===== config.mk =====
export PLATFORM = sky130hd
export DESIGN_NAME = servo_angle_to_duty_deadband
export DESIGN_NICKNAME = d
export VERILOG_FILES = /design/src/rtl/sadd_pkg.sv /design/src/rtl/sadd_div.sv /design/src/rtl/sadd_ctrl.sv /design/src/rtl/sadd_dp.sv /design/src/rtl/servo_angle_to_duty_deadband.sv
export SDC_FILE = /design/constraint.sdc
export NUM_CORES = 2
export LEC_CHECK = 0
export BUFFER_PORTS_ARGS = -buffer_cell sky130_fd_sc_hd__buf_4
export CAP_MARGIN = 40
export CELL_PAD_IN_SITES_DETAIL_PLACEMENT = 1
export CELL_PAD_IN_SITES_GLOBAL_PLACEMENT = 1
export CORE_AREA = 8 8 282 284
export DETAILED_ROUTE_END_ITERATION = 16
export DIE_AREA = 0 0 290 292
export PLACE_DENSITY_LB_ADDON = 0.3
export SLEW_MARGIN = 20
export SYNTH_ARGS = -nofsm -noshare
export SYNTH_HDL_FRONTEND = slang
export SYNTH_HIERARCHICAL = 1
export SYNTH_SLANG_ARGS = --single-unit

===== constraint.sdc =====
create_clock -name clk -period 16.61 [get_ports clk]
set_input_delay 0.8305 -clock clk [delete_from_list [all_inputs] [get_ports clk]]
set_output_delay 0.8305 -clock clk [all_outputs]
set_load 0.1 [all_outputs]

===== src/rtl/sadd_pkg.sv =====
package sadd_pkg;

  localparam int ANGLE_MAX    = 180;
  localparam int US_PER_S     = 1000000;
  localparam int NUM_REGS     = 4;
  localparam int LIMITS_W     = 32;
  localparam int PULSE_W      = 12;
  localparam int BAND_W       = 8;
  localparam int ANGLE_W      = 8;
  localparam int DUTY_W       = 14;
  localparam int CHAN_W       = 2;
  localparam int DIV_W        = 15;
  localparam int REG_IDX_W    = $clog2(NUM_REGS);

  localparam logic [LIMITS_W-1:0] LIMITS_RESET = 32'd10240500;

  typedef struct packed {
    logic signed [15:0] angle;
    logic               broadcast;
    logic [CHAN_W-1:0]  channel;
  } in_item_t;

  typedef struct packed {
    logic [CHAN_W-1:0] out_channel;
    logic [DUTY_W-1:0] duty;
    logic              updated;
    logic              last;
  } out_item_t;

  typedef enum logic [3:0] {
    ST_IDLE,
    ST_SPAN,
    ST_ADIV_GO,
    ST_ADIV_WAIT,
    ST_PULSE,
    ST_DMUL,
    ST_DDIV_GO,
    ST_DDIV_WAIT,
    ST_EMIT
  } state_t;

  typedef struct packed {
    logic accept;
    logic mul_span;
    logic div_start;
    logic div_duty;
    logic pulse_step;
    logic mul_duty;
    logic out_load;
    logic next_chan;
  } cmd_t;

  typedef struct packed {
    logic present;
    logic div_done;
    logic last;
  } sts_t;

endpackage


===== src/rtl/sadd_div.sv =====
module sadd_div
  import sadd_pkg::*;
#(
  parameter int NUMW = 26,
  parameter int QW   = 14,
  parameter int DVSR = 20000
) (
  input  logic            clk,
  input  logic            rst_n,
  input  logic            start,
  input  logic            sel_duty,
  input  logic [NUMW-1:0] numer,
  output logic            done,
  output logic [QW-1:0]   quot
);

  // floor(x / d) equals (x * ceil(2^s / d)) >> s for every x below 2^NUMW
  // when s = NUMW + clog2(d)
  localparam int RCW  = NUMW + 1;
  localparam int SH_A = NUMW + $clog2(ANGLE_MAX);
  localparam int SH_D = NUMW + $clog2(DVSR);
  localparam int PW   = ((SH_A > SH_D) ? SH_A : SH_D) + QW;

  localparam logic [RCW-1:0] REC_A =
    RCW'(((64'd1 << SH_A) + 64'(ANGLE_MAX) - 64'd1) / 64'(ANGLE_MAX));
  localparam logic [RCW-1:0] REC_D =
    RCW'(((64'd1 << SH_D) + 64'(DVSR) - 64'd1) / 64'(DVSR));

  logic [PW-1:0]  mul_r;
  logic           sel_r;
  logic           done_r;
  logic [RCW-1:0] rec;

  assign rec = sel_duty ? REC_D : REC_A;

  always_ff @(posedge clk) begin
    if (!rst_n) begin
      done_r <= 1'b0;
    end else begin
      done_r <= start;
    end
  end

  always_ff @(posedge clk) begin
    if (start) begin
      mul_r <= PW'(numer) * PW'(rec);
      sel_r <= sel_duty;
    end
  end

  assign done = done_r;
  assign quot = sel_r ? mul_r[SH_D +: QW] : mul_r[SH_A +: QW];

endmodule


===== src/rtl/sadd_ctrl.sv =====
module sadd_ctrl
  import sadd_pkg::*;
(
  input  logic clk,
  input  logic rst_n,
  input  logic in_valid,
  output logic in_stall,
  output logic out_valid,
  input  logic out_stall,
  input  sts_t sts,
  output cmd_t cmd
);

  state_t state_r;
  state_t state_nxt;

  always_ff @(posedge clk) begin
    if (!rst_n) begin
      state_r <= ST_IDLE;
    end else begin
      state_r <= state_nxt;
    end
  end

  always_comb begin
    state_nxt = state_r;
    cmd       = '0;
    in_stall  = 1'b1;
    out_valid = 1'b0;
    unique case (state_r)
      ST_IDLE: begin
        in_stall = 1'b0;
        if (in_valid) begin
          cmd.accept = 1'b1;
          // drop a request for a channel that is not built
          if (sts.present) begin
            state_nxt = ST_SPAN;
          end
        end
      end
      ST_SPAN: begin
        cmd.mul_span = 1'b1;
        state_nxt    = ST_ADIV_GO;
      end
      ST_ADIV_GO: begin
        cmd.div_start = 1'b1;
        state_nxt     = ST_ADIV_WAIT;
      end
      ST_ADIV_WAIT: begin
        if (sts.div_done) begin
          state_nxt = ST_PULSE;
        end
      end
      ST_PULSE: begin
        cmd.pulse_step = 1'b1;
        state_nxt      = ST_DMUL;
      end
      ST_DMUL: begin
        cmd.mul_duty = 1'b1;
        state_nxt    = ST_DDIV_GO;
      end
      ST_DDIV_GO: begin
        cmd.div_start = 1'b1;
        cmd.div_duty  = 1'b1;
        state_nxt     = ST_DDIV_WAIT;
      end
      ST_DDIV_WAIT: begin
        if (sts.div_done) begin
          cmd.out_load = 1'b1;
          state_nxt    = ST_EMIT;
        end
      end
      ST_EMIT: begin
        out_valid = 1'b1;
        if (!out_stall) begin
          if (sts.last) begin
            state_nxt = ST_IDLE;
          end else begin
            cmd.next_chan = 1'b1;
            state_nxt     = ST_SPAN;
          end
        end
      end
      default: begin
        state_nxt = ST_IDLE;
      end
    endcase
  end

endmodule


===== src/rtl/sadd_dp.sv =====
module sadd_dp
  import sadd_pkg::*;
#(
  parameter int CHANNELS  = 4,
  parameter int DUTY_BITS = 14,
  parameter int PULSE_HZ  = 50
) (
  input  logic                 clk,
  input  logic                 rst_n,
  input  in_item_t             in_data,
  input  logic                 cfg_we,
  input  logic [REG_IDX_W-1:0] cfg_index,
  input  logic [LIMITS_W-1:0]  cfg_data,
  input  cmd_t                 cmd,
  output sts_t                 sts,
  output out_item_t            out_data
);

  localparam int QW        = (DUTY_BITS > PULSE_W) ? DUTY_BITS : PULSE_W;
  localparam int NUMW      = PULSE_W + DUTY_BITS;
  localparam int FRAME_US  = US_PER_S / PULSE_HZ;

  localparam logic [DUTY_BITS-1:0] DUTY_TOP = '1;
  localparam logic [CHAN_W-1:0]    CH_LAST  = CHAN_W'(CHANNELS - 1);

  logic [LIMITS_W-1:0] limits_r [NUM_REGS];
  logic [PULSE_W-1:0]  stored_r [NUM_REGS];

  logic [ANGLE_W-1:0]  angle_r;
  logic                bcast_r;
  logic [CHAN_W-1:0]   ch_r;
  logic [NUMW-1:0]     prod_r;
  logic [PULSE_W-1:0]  src_r;
  logic                upd_r;
  logic                sat_r;
  out_item_t           out_r;

  logic [ANGLE_W-1:0]  angle_c;
  logic [LIMITS_W-1:0] lim;
  logic [PULSE_W-1:0]  lo;
  logic [PULSE_W-1:0]  hi;
  logic [BAND_W-1:0]   band;
  logic [PULSE_W-1:0]  span;
  logic [PULSE_W-1:0]  pulse;
  logic [PULSE_W-1:0]  prev;
  logic [PULSE_W-1:0]  diff;
  logic                skip;
  logic                div_done;
  logic [QW-1:0]       quot;
  logic [DUTY_BITS-1:0]        duty_full;
  logic [DUTY_BITS+DUTY_W-1:0] duty_ext;

  always_comb begin
    if (in_data.angle[15]) begin
      angle_c = '0;
    end else if (in_data.angle[14:0] > 15'(ANGLE_MAX)) begin
      angle_c = ANGLE_W'(ANGLE_MAX);
    end else begin
      angle_c = in_data.angle[ANGLE_W-1:0];
    end
  end

  assign lim   = limits_r[ch_r];
  assign lo    = lim[PULSE_W-1:0];
  assign hi    = lim[2*PULSE_W-1:PULSE_W];
  assign band  = lim[LIMITS_W-1:2*PULSE_W];
  assign span  = (hi >= lo) ? (hi - lo) : '0;
  assign pulse = lo + quot[PULSE_W-1:0];
  assign prev  = stored_r[ch_r];
  assign diff  = (pulse >= prev) ? (pulse - prev) : (prev - pulse);
  // zero in the store means the channel was never set
  assign skip  = (prev != '0) && (diff < PULSE_W'(band));

  sadd_div #(
    .NUMW (NUMW),
    .QW   (QW),
    .DVSR (FRAME_US)
  ) u_div (
    .clk      (clk),
    .rst_n    (rst_n),
    .start    (cmd.div_start),
    .sel_duty (cmd.div_duty),
    .numer    (prod_r),
    .done     (div_done),
    .quot     (quot)
  );

  always_ff @(posedge clk) begin
    if (!rst_n) begin
      for (int i = 0; i < NUM_REGS; i++) begin
        limits_r[i] <= LIMITS_RESET;
        stored_r[i] <= '0;
      end
    end else begin
      if (cfg_we) begin
        limits_r[cfg_index] <= cfg_data;
      end
      if (cmd.pulse_step && !skip) begin
        stored_r[ch_r] <= pulse;
      end
    end
  end

  always_ff @(posedge clk) begin
    if (cmd.accept) begin
      angle_r <= angle_c;
      bcast_r <= in_data.broadcast;
      ch_r    <= in_data.broadcast ? '0 : in_data.channel;
    end else if (cmd.next_chan) begin
      ch_r <= ch_r + 1'b1;
    end
    if (cmd.mul_span) begin
      prod_r <= NUMW'(span) * NUMW'(angle_r);
    end else if (cmd.mul_duty) begin
      prod_r <= NUMW'(src_r) * NUMW'(DUTY_TOP);
      // a pulse at or past the period saturates the duty
      sat_r  <= DIV_W'(src_r) >= DIV_W'(FRAME_US);
    end
    if (cmd.pulse_step) begin
      src_r <= skip ? prev : pulse;
      upd_r <= !skip;
    end
    if (cmd.out_load) begin
      out_r.out_channel <= ch_r;
      out_r.duty        <= duty_ext[DUTY_W-1:0];
      out_r.updated     <= upd_r;
      out_r.last        <= sts.last;
    end
  end

  assign duty_full = sat_r ? DUTY_TOP : quot[DUTY_BITS-1:0];
  assign duty_ext  = {{DUTY_W{1'b0}}, duty_full};

  assign sts.present  = in_data.broadcast ||
                        ({1'b0, in_data.channel} < (CHAN_W+1)'(CHANNELS));
  assign sts.div_done = div_done;
  assign sts.last     = !bcast_r || (ch_r == CH_LAST);

  assign out_data = out_r;

endmodule


===== src/rtl/servo_angle_to_duty_deadband.sv =====
// Servo angle to PWM duty with a per-channel deadband.
// Input channel (in_valid/in_stall/in_data): one request carries an angle in
// degrees and either a single target channel or a broadcast flag. A request
// for a channel that is not built is taken and produces nothing.
// Result channel (out_valid/out_stall/out_data): one transfer per addressed
// channel, in channel order for a broadcast, with last set on the final one.
// Configuration (cfg_we/cfg_index/cfg_data): one 32-bit limits word per
// channel (min pulse, max pulse, deadband); write only while the block is idle.
// Each result is computed in steps: scale the span by the angle, divide by
// 180, apply the deadband, scale the pulse by the duty range, divide by the
// PWM period, present the result. Both divisions are by constants and use one
// registered reciprocal multiply.
// A new request is taken only after the last result of the previous one has
// been transferred; in_stall stays high while a request is in progress.
// When out_stall is high the result is held unchanged and no further work
// starts. Reset loads every limits word with 500/2500/0 us and clears the
// stored pulses, so every channel updates on its first request.
module servo_angle_to_duty_deadband
  import sadd_pkg::*;
#(
  parameter int CHANNELS  = 4,
  parameter int DUTY_BITS = 14,
  parameter int PULSE_HZ  = 50
) (
  input  logic                 clk,
  input  logic                 rst_n,
  input  logic                 in_valid,
  output logic                 in_stall,
  input  in_item_t             in_data,
  output logic                 out_valid,
  input  logic                 out_stall,
  output out_item_t            out_data,
  input  logic                 cfg_we,
  input  logic [REG_IDX_W-1:0] cfg_index,
  input  logic [LIMITS_W-1:0]  cfg_data
);

  cmd_t cmd;
  sts_t sts;

  sadd_ctrl u_ctrl (
    .clk       (clk),
    .rst_n     (rst_n),
    .in_valid  (in_valid),
    .in_stall  (in_stall),
    .out_valid (out_valid),
    .out_stall (out_stall),
    .sts       (sts),
    .cmd       (cmd)
  );

  sadd_dp #(
    .CHANNELS  (CHANNELS),
    .DUTY_BITS (DUTY_BITS),
    .PULSE_HZ  (PULSE_HZ)
  ) u_dp (
    .clk       (clk),
    .rst_n     (rst_n),
    .in_data   (in_data),
    .cfg_we    (cfg_we),
    .cfg_index (cfg_index),
    .cfg_data  (cfg_data),
    .cmd       (cmd),
    .sts       (sts),
    .out_data  (out_data)
  );

  // one request at a time: no input transfer while a result is pending
  a_busy_while_out: assert property (@(posedge clk) disable iff (!rst_n)
    out_valid |-> in_stall)
    else $error("input taken while a result is pending");

  a_idle_after_last: assert property (@(posedge clk) disable iff (!rst_n)
    (out_valid && !out_stall && out_data.last) |=> !out_valid)
    else $error("result produced after the last transfer of a request");

  a_bcast_busy: assert property (@(posedge clk) disable iff (!rst_n)
    (in_valid && !in_stall && in_data.broadcast) |=> in_stall)
    else $error("broadcast request did not start work");

  a_chan_range: assert property (@(posedge clk) disable iff (!rst_n)
    out_valid |-> ({1'b0, out_data.out_channel} < (CHAN_W+1)'(CHANNELS)))
    else $error("result for a channel that is not built");

endmodule

# After elaboration in Yosys (flattened, before gate mapping)

Memories as Yosys holds them, arrays and structs flattened. A register that Yosys moved wholly into a read port is not among the register bits.
Index checks and enable logic that the tools add are counted.

$add $sub $neg: 5
Order comparisons: 5
Multiplexer cells: 46
Divide/modulo/power cells: 0
Multipliers: 3
Shift-type cells: 0
Bitwise operators: 1
Equal/unequal tests: 13
Reductions and logical operators: 15

Operators by type and width:

| operator                                                             | count |
|---|---|
| multiplier 26 x 27 -> 53 bit                                         | 1 |
| 2-to-1 mux 12 bit                                                    | 4 |
| 2-to-1 mux 20 bit                                                    | 2 |
| one-hot mux 4 bit (9 select lines)                                   | 1 |
| subtractor 12 bit                                                    | 3 |
| 2-to-1 mux 32 bit                                                    | 1 |
| OR reduction 32 bit                                                  | 1 |
| multiplier 12 x 14 -> 26 bit (second input constant)                 | 1 |
| 2-to-1 mux 26 bit                                                    | 1 |
| greater-or-equal comparator 12 bit                                   | 2 |
| 2-to-1 mux 1 bit                                                     | 24 |
| multiplier 12 x 8 -> 20 bit                                          | 1 |
| == test 4 x 3 -> 1 bit (second input constant)                       | 4 |
| 2-to-1 mux 4 bit                                                     | 4 |
| greater-or-equal comparator 12 x 15 -> 1 bit (second input constant) | 1 |
| greater-than comparator 15 x 8 -> 1 bit (second input constant)      | 1 |
| 2-to-1 mux 14 bit                                                    | 1 |
| 2-to-1 mux 2 bit                                                     | 7 |
| adder 12 bit                                                         | 1 |
| less-than comparator 12 x 8 -> 1 bit                                 | 1 |
| nonzero test 12 bit                                                  | 1 |
| OR reduction 12 bit                                                  | 1 |
| == test 4 x 2 -> 1 bit (second input constant)                       | 2 |
| 2-to-1 mux 8 bit                                                     | 1 |
| 15 further kinds                                                     | 21 |

RAM bits: 176
ROM bits: 0
Memories kept: 2
Bits of input ports: 58
Register bits after elaboration: 128
Bits in latches: 0
Output and inout port bits: 20
Logic and storage cells: 107

Memory list:

| name          | words | bits a word | rd ports | clocked after Yosys merged registers in | write ports | RTL line      | RTL |
|---|---|---|---|---|---|---|---|
| u_dp.limits_r | 4     | 32          | 1        | 1                                       | 4           | sadd_dp.sv:26 | `logic [LIMITS_W-1:0] limits_r [NUM_REGS];` |
| u_dp.stored_r | 4     | 12          | 1        | 1                                       | 4           | sadd_dp.sv:27 | `logic [PULSE_W-1:0] stored_r [NUM_REGS];` |

# Longest topological paths before layout

Depth in word-level cells: 13
Mapped depth: 36
Mapped depth without buffers: 32

# Modules after synthesis

Netlist, hierarchy kept.

By module, submodules not included:

| module    | times used | cells an instance | area an instance (µm²) | seq. area each (µm²) |
|---|---|---|---|---|
| sadd_dp   | 1          | 1608              | 18383.9                | 7307.0 |
| sadd_div  | 1          | 1820              | 17734.5                | 620.6 |
| sadd_ctrl | 1          | 34                | 272.8                  | 80.1 |

# Worst setup path before layout

OpenSTA, ideal clock, no wires.

Path kind: flip-flop to flip-flop
Start: register with a tool-made name
End: memory u_dp.stored_r[0][0] (enable)
Data required time: 16.193 ns
Period minus slack after synthesis: 8.944 ns
Path buffers: 7
Library setup time: 0.417 ns
Stages on the path, launching flop included: 36
Setup slack: 7.666 ns
Data arrival time: 8.527 ns
Path through: dfxtp_1 -> buf_2 -> buf_2 -> buf_1 -> mux4_2 -> ha_1 -> fa_1 -> a21o_1 -> a21oi_1 -> o21bai_1 -> a21oi_1 -> o21ai_0 -> a21o_1 -> a21oi_1 -> xor2_1 -> inv_1 -> ha_1 -> clkbuf_1 -> a21oi_1 -> nand2_1 -> a2111o_1 -> buf_2 -> buf_2 -> mux2i_1 -> o21ai_0 -> a21oi_1 -> xnor2_1 -> ha_1 -> nand2_1 -> o21ai_0 -> a21oi_1 -> o21ai_0 -> a311oi_1 -> and4_4 -> buf_8 -> o41ai_1

RTL lines:

| item          | RTL line |
|---|---|
| end, declared | sadd_dp.sv:27 |

==> metrics.csv <==
metric;value;unit
final critical-path share of the clock period;58.1;%
# Post-CTS Setup Buffers;0;
Finished Core Util;51.8;%
GRT Total Usage;24.0;%
CP max stage cell;and4_4;
crit path DAT;9980;ps
clock tree buffer depth;3;
worst flop-to-flop path endpoint;u_dp/stored_r[2][9];
Post-Place Setup Slack;6970;ps
sequential cell area fraction in the yosys report;22.0;%
Initial Util;48.4;%
Hold Crit Class;in -> reg;
die width;290;um
most common cell after layout, fill and taps aside;inv_1;
post-cts sizing count;0;
Worst Tran Pin Value;845;ps
layout cell share with drive strength beyond 1;7.38;%
CP max FO;65;
Crit path top cell by count;a21oi_1;
Worst Skew;12.0;ps
number of remaining DRC errors;0;
GRT overflow;0;
Post-synth EDFFs;258;
Ys Warns;6;
Cell Area, Synth;0.0364;mm2
final setup fails;0;
top_reg_cell synth;edfxtp_1;
via count;24400;
hold_buf cts;0;
Fill cells;8241;
vias per inst;5.43;
# Max-Cap Violations;0;
CTS Sinks;271;
synthesized flop and latch total;271;
CP endpoint kind;flip-flop;
unrepaired setup endpoints after global routing;no;
depth of the CTS H-tree;1;
Critical Path RT;16940;ps
initial antenna violation count;0;
largest net degree at the start of global routing;66;
TritonCTS clock tree;built;
slew margin rel.;43.2;%
number of global-route vias before repair;27800;
Area Overhead vs Synth;6.93;%
Async S/R FF share, synth;0;%
Syn Inst Count;3462;
Routed WL per cell;22.3;um
first-pass GRT wire length;159;mm
Num CTS Buffers;29;
Worst-Skew Late Latency;580;ps
CP endpoint;u_dp/stored_r[2][9];
Total Routed Length;100;mm
Die Height;292;um
status;finished, final reports clean;
final hold vios;0;
post-route minimum period;9650;ps
Rows;101;
placer congestion estimate;0.912;
Top Ports;78;
Final #Nets;4548;
core box area;0.0752;mm2
Inserted Diodes;0;
Clk Tree Root Cell;clkbuf_16;
Highest Clock Rate;104;MHz
R2R depth;29;
most frequent cells in the layout;inv_1, fa_1, ha_1;
die area;0.0847;mm2
syn avg cell area;10.5;um2
Critical Path Max Stage Delay;800;ps
drt first pass iters;5;
worst reg-to-reg setup slack;6960;ps
Final WS setup;6960;ps
Clock transition at path regs;60;ps
port bufs;77;
Initial DRC Count;1272;
CP startpoint kind;flip-flop;
fin. max-slew vios;0;
Netlist cell types;76;
WS Path Type;reg -> reg;
Worst Hold Slack;441;ps
post-route ant nets;0;
Detailed Place HPWL;85.4;mm
Sum Neg Setup Slack;0;ps
synthesized netlist by cell type (all sizes together), types with 7 or more instances:
cell,instances,area (um2)
nor4,15,93.8
a21o,47,353
nand4,22,144
nor2b,21,131
a211oi,11,87.6
nand3,37,185
o31ai,8,65.1
nor3,97,485
buf,32,221
fa,552,11100
o21bai,9,67.6
o211ai,7,52.6
mux4,44,991
o21ai,71,363
or2,24,150
mux2i,25,250
nand2b,61,382
xor2,38,333
xnor2,48,420
a31oi,10,62.6
and2,97,607
a21oi,116,584
edfxtp,258,7750
mux2,19,214
clkbuf,71,267
nand2,122,458
ha,438,5480
and3,48,300
o21a,12,90.1
dfxtp,13,260
nor2,102,383
inv,908,3410
per-stage QoR:
| step | cells | area, um2 |
|---|---|---|
| floorplan | 3469 | 36400 |
| global placement | 4442 | 37900 |
| detailed placement | 4446 | 38000 |
| CTS | 4498 | 38900 |
| global route | 4499 | 38900 |
| finish | 4499 | 38900 |
cell families (layout without fill, tap and decap cells):
logic type	after synthesis	after routing	synth area share [%]
other cells	3	10	0.0309
fa+ha+maj	990	990	45.4
compound gates	345	345	6.13
simple gates	668	668	9.63
mux	88	88	4.00
flops	271	271	22.0
buf+inv	1011	1063	10.7
xor+xnor	86	86	2.07
layout make-up:
type | instances | area [um2] | share of cell area (%)
Inverter | 908 | 3410 | 8.76
Tap cell | 978 | 1220 | 3.14
Timing Repair Buffer | 103 | 774 | 1.99
Multi-Input combinational cell | 2187 | 24600 | 63.1
Clock buffer | 37 | 756 | 1.94
Sequential cell | 271 | 8010 | 20.6
Clock inverter | 15 | 169 | 0.434
metal layers:
layer  track usage [%]  share of wire (%)
met5                 0                  0
met4              8.23                3.8
met3              2.16                3.7
met2              43.5                 51
met1              30.0                 41
critical path: cells and delay by family (launching register included):
kind,cells,cell delay (ps)
compound gates,15,3410
xor+xnor,2,680
fa+ha+maj,4,1420
buf+inv,3,1000
flops,1,670
mux,2,1020
simple gates,3,1150
how the worst min path moves through the flow:
stage                     from           endpoint  slack [ps]  cells after the start
2_1_floorplan       u_dp/upd_r   u_dp/out_data[1]         400                      0
3_3_place_gp   u_dp/u_div/done  u_ctrl/state_r[0]         490                      1
3_5_place_dp   u_dp/u_div/done  u_ctrl/state_r[0]         490                      1
4_1_cts             in_data[2]       u_dp/bcast_r         420                      1
5_1_grt             in_data[2]       u_dp/bcast_r         430                      1
6_report            in_data[2]       u_dp/bcast_r         440                      1
registers in the layout (all words and copies together) (netlist names), named ones only:
name              cells
u_dp/u_div/sel_r      1
u_dp/ch_r             2
u_dp/prod_r          26
u_dp/src_r           12
u_dp/u_div/mul_r     19
u_dp/angle_r          8
u_dp/limits_r       128
u_dp/stored_r        48
u_dp/upd_r            1
u_ctrl/state_r        4
u_dp/u_div/done       1
u_dp/out_data        18
u_dp/bcast_r          1
Power is left out: the tool's default activity adds up to more than one toggle a clock period on the data nets, which glitch-free logic cannot reach.
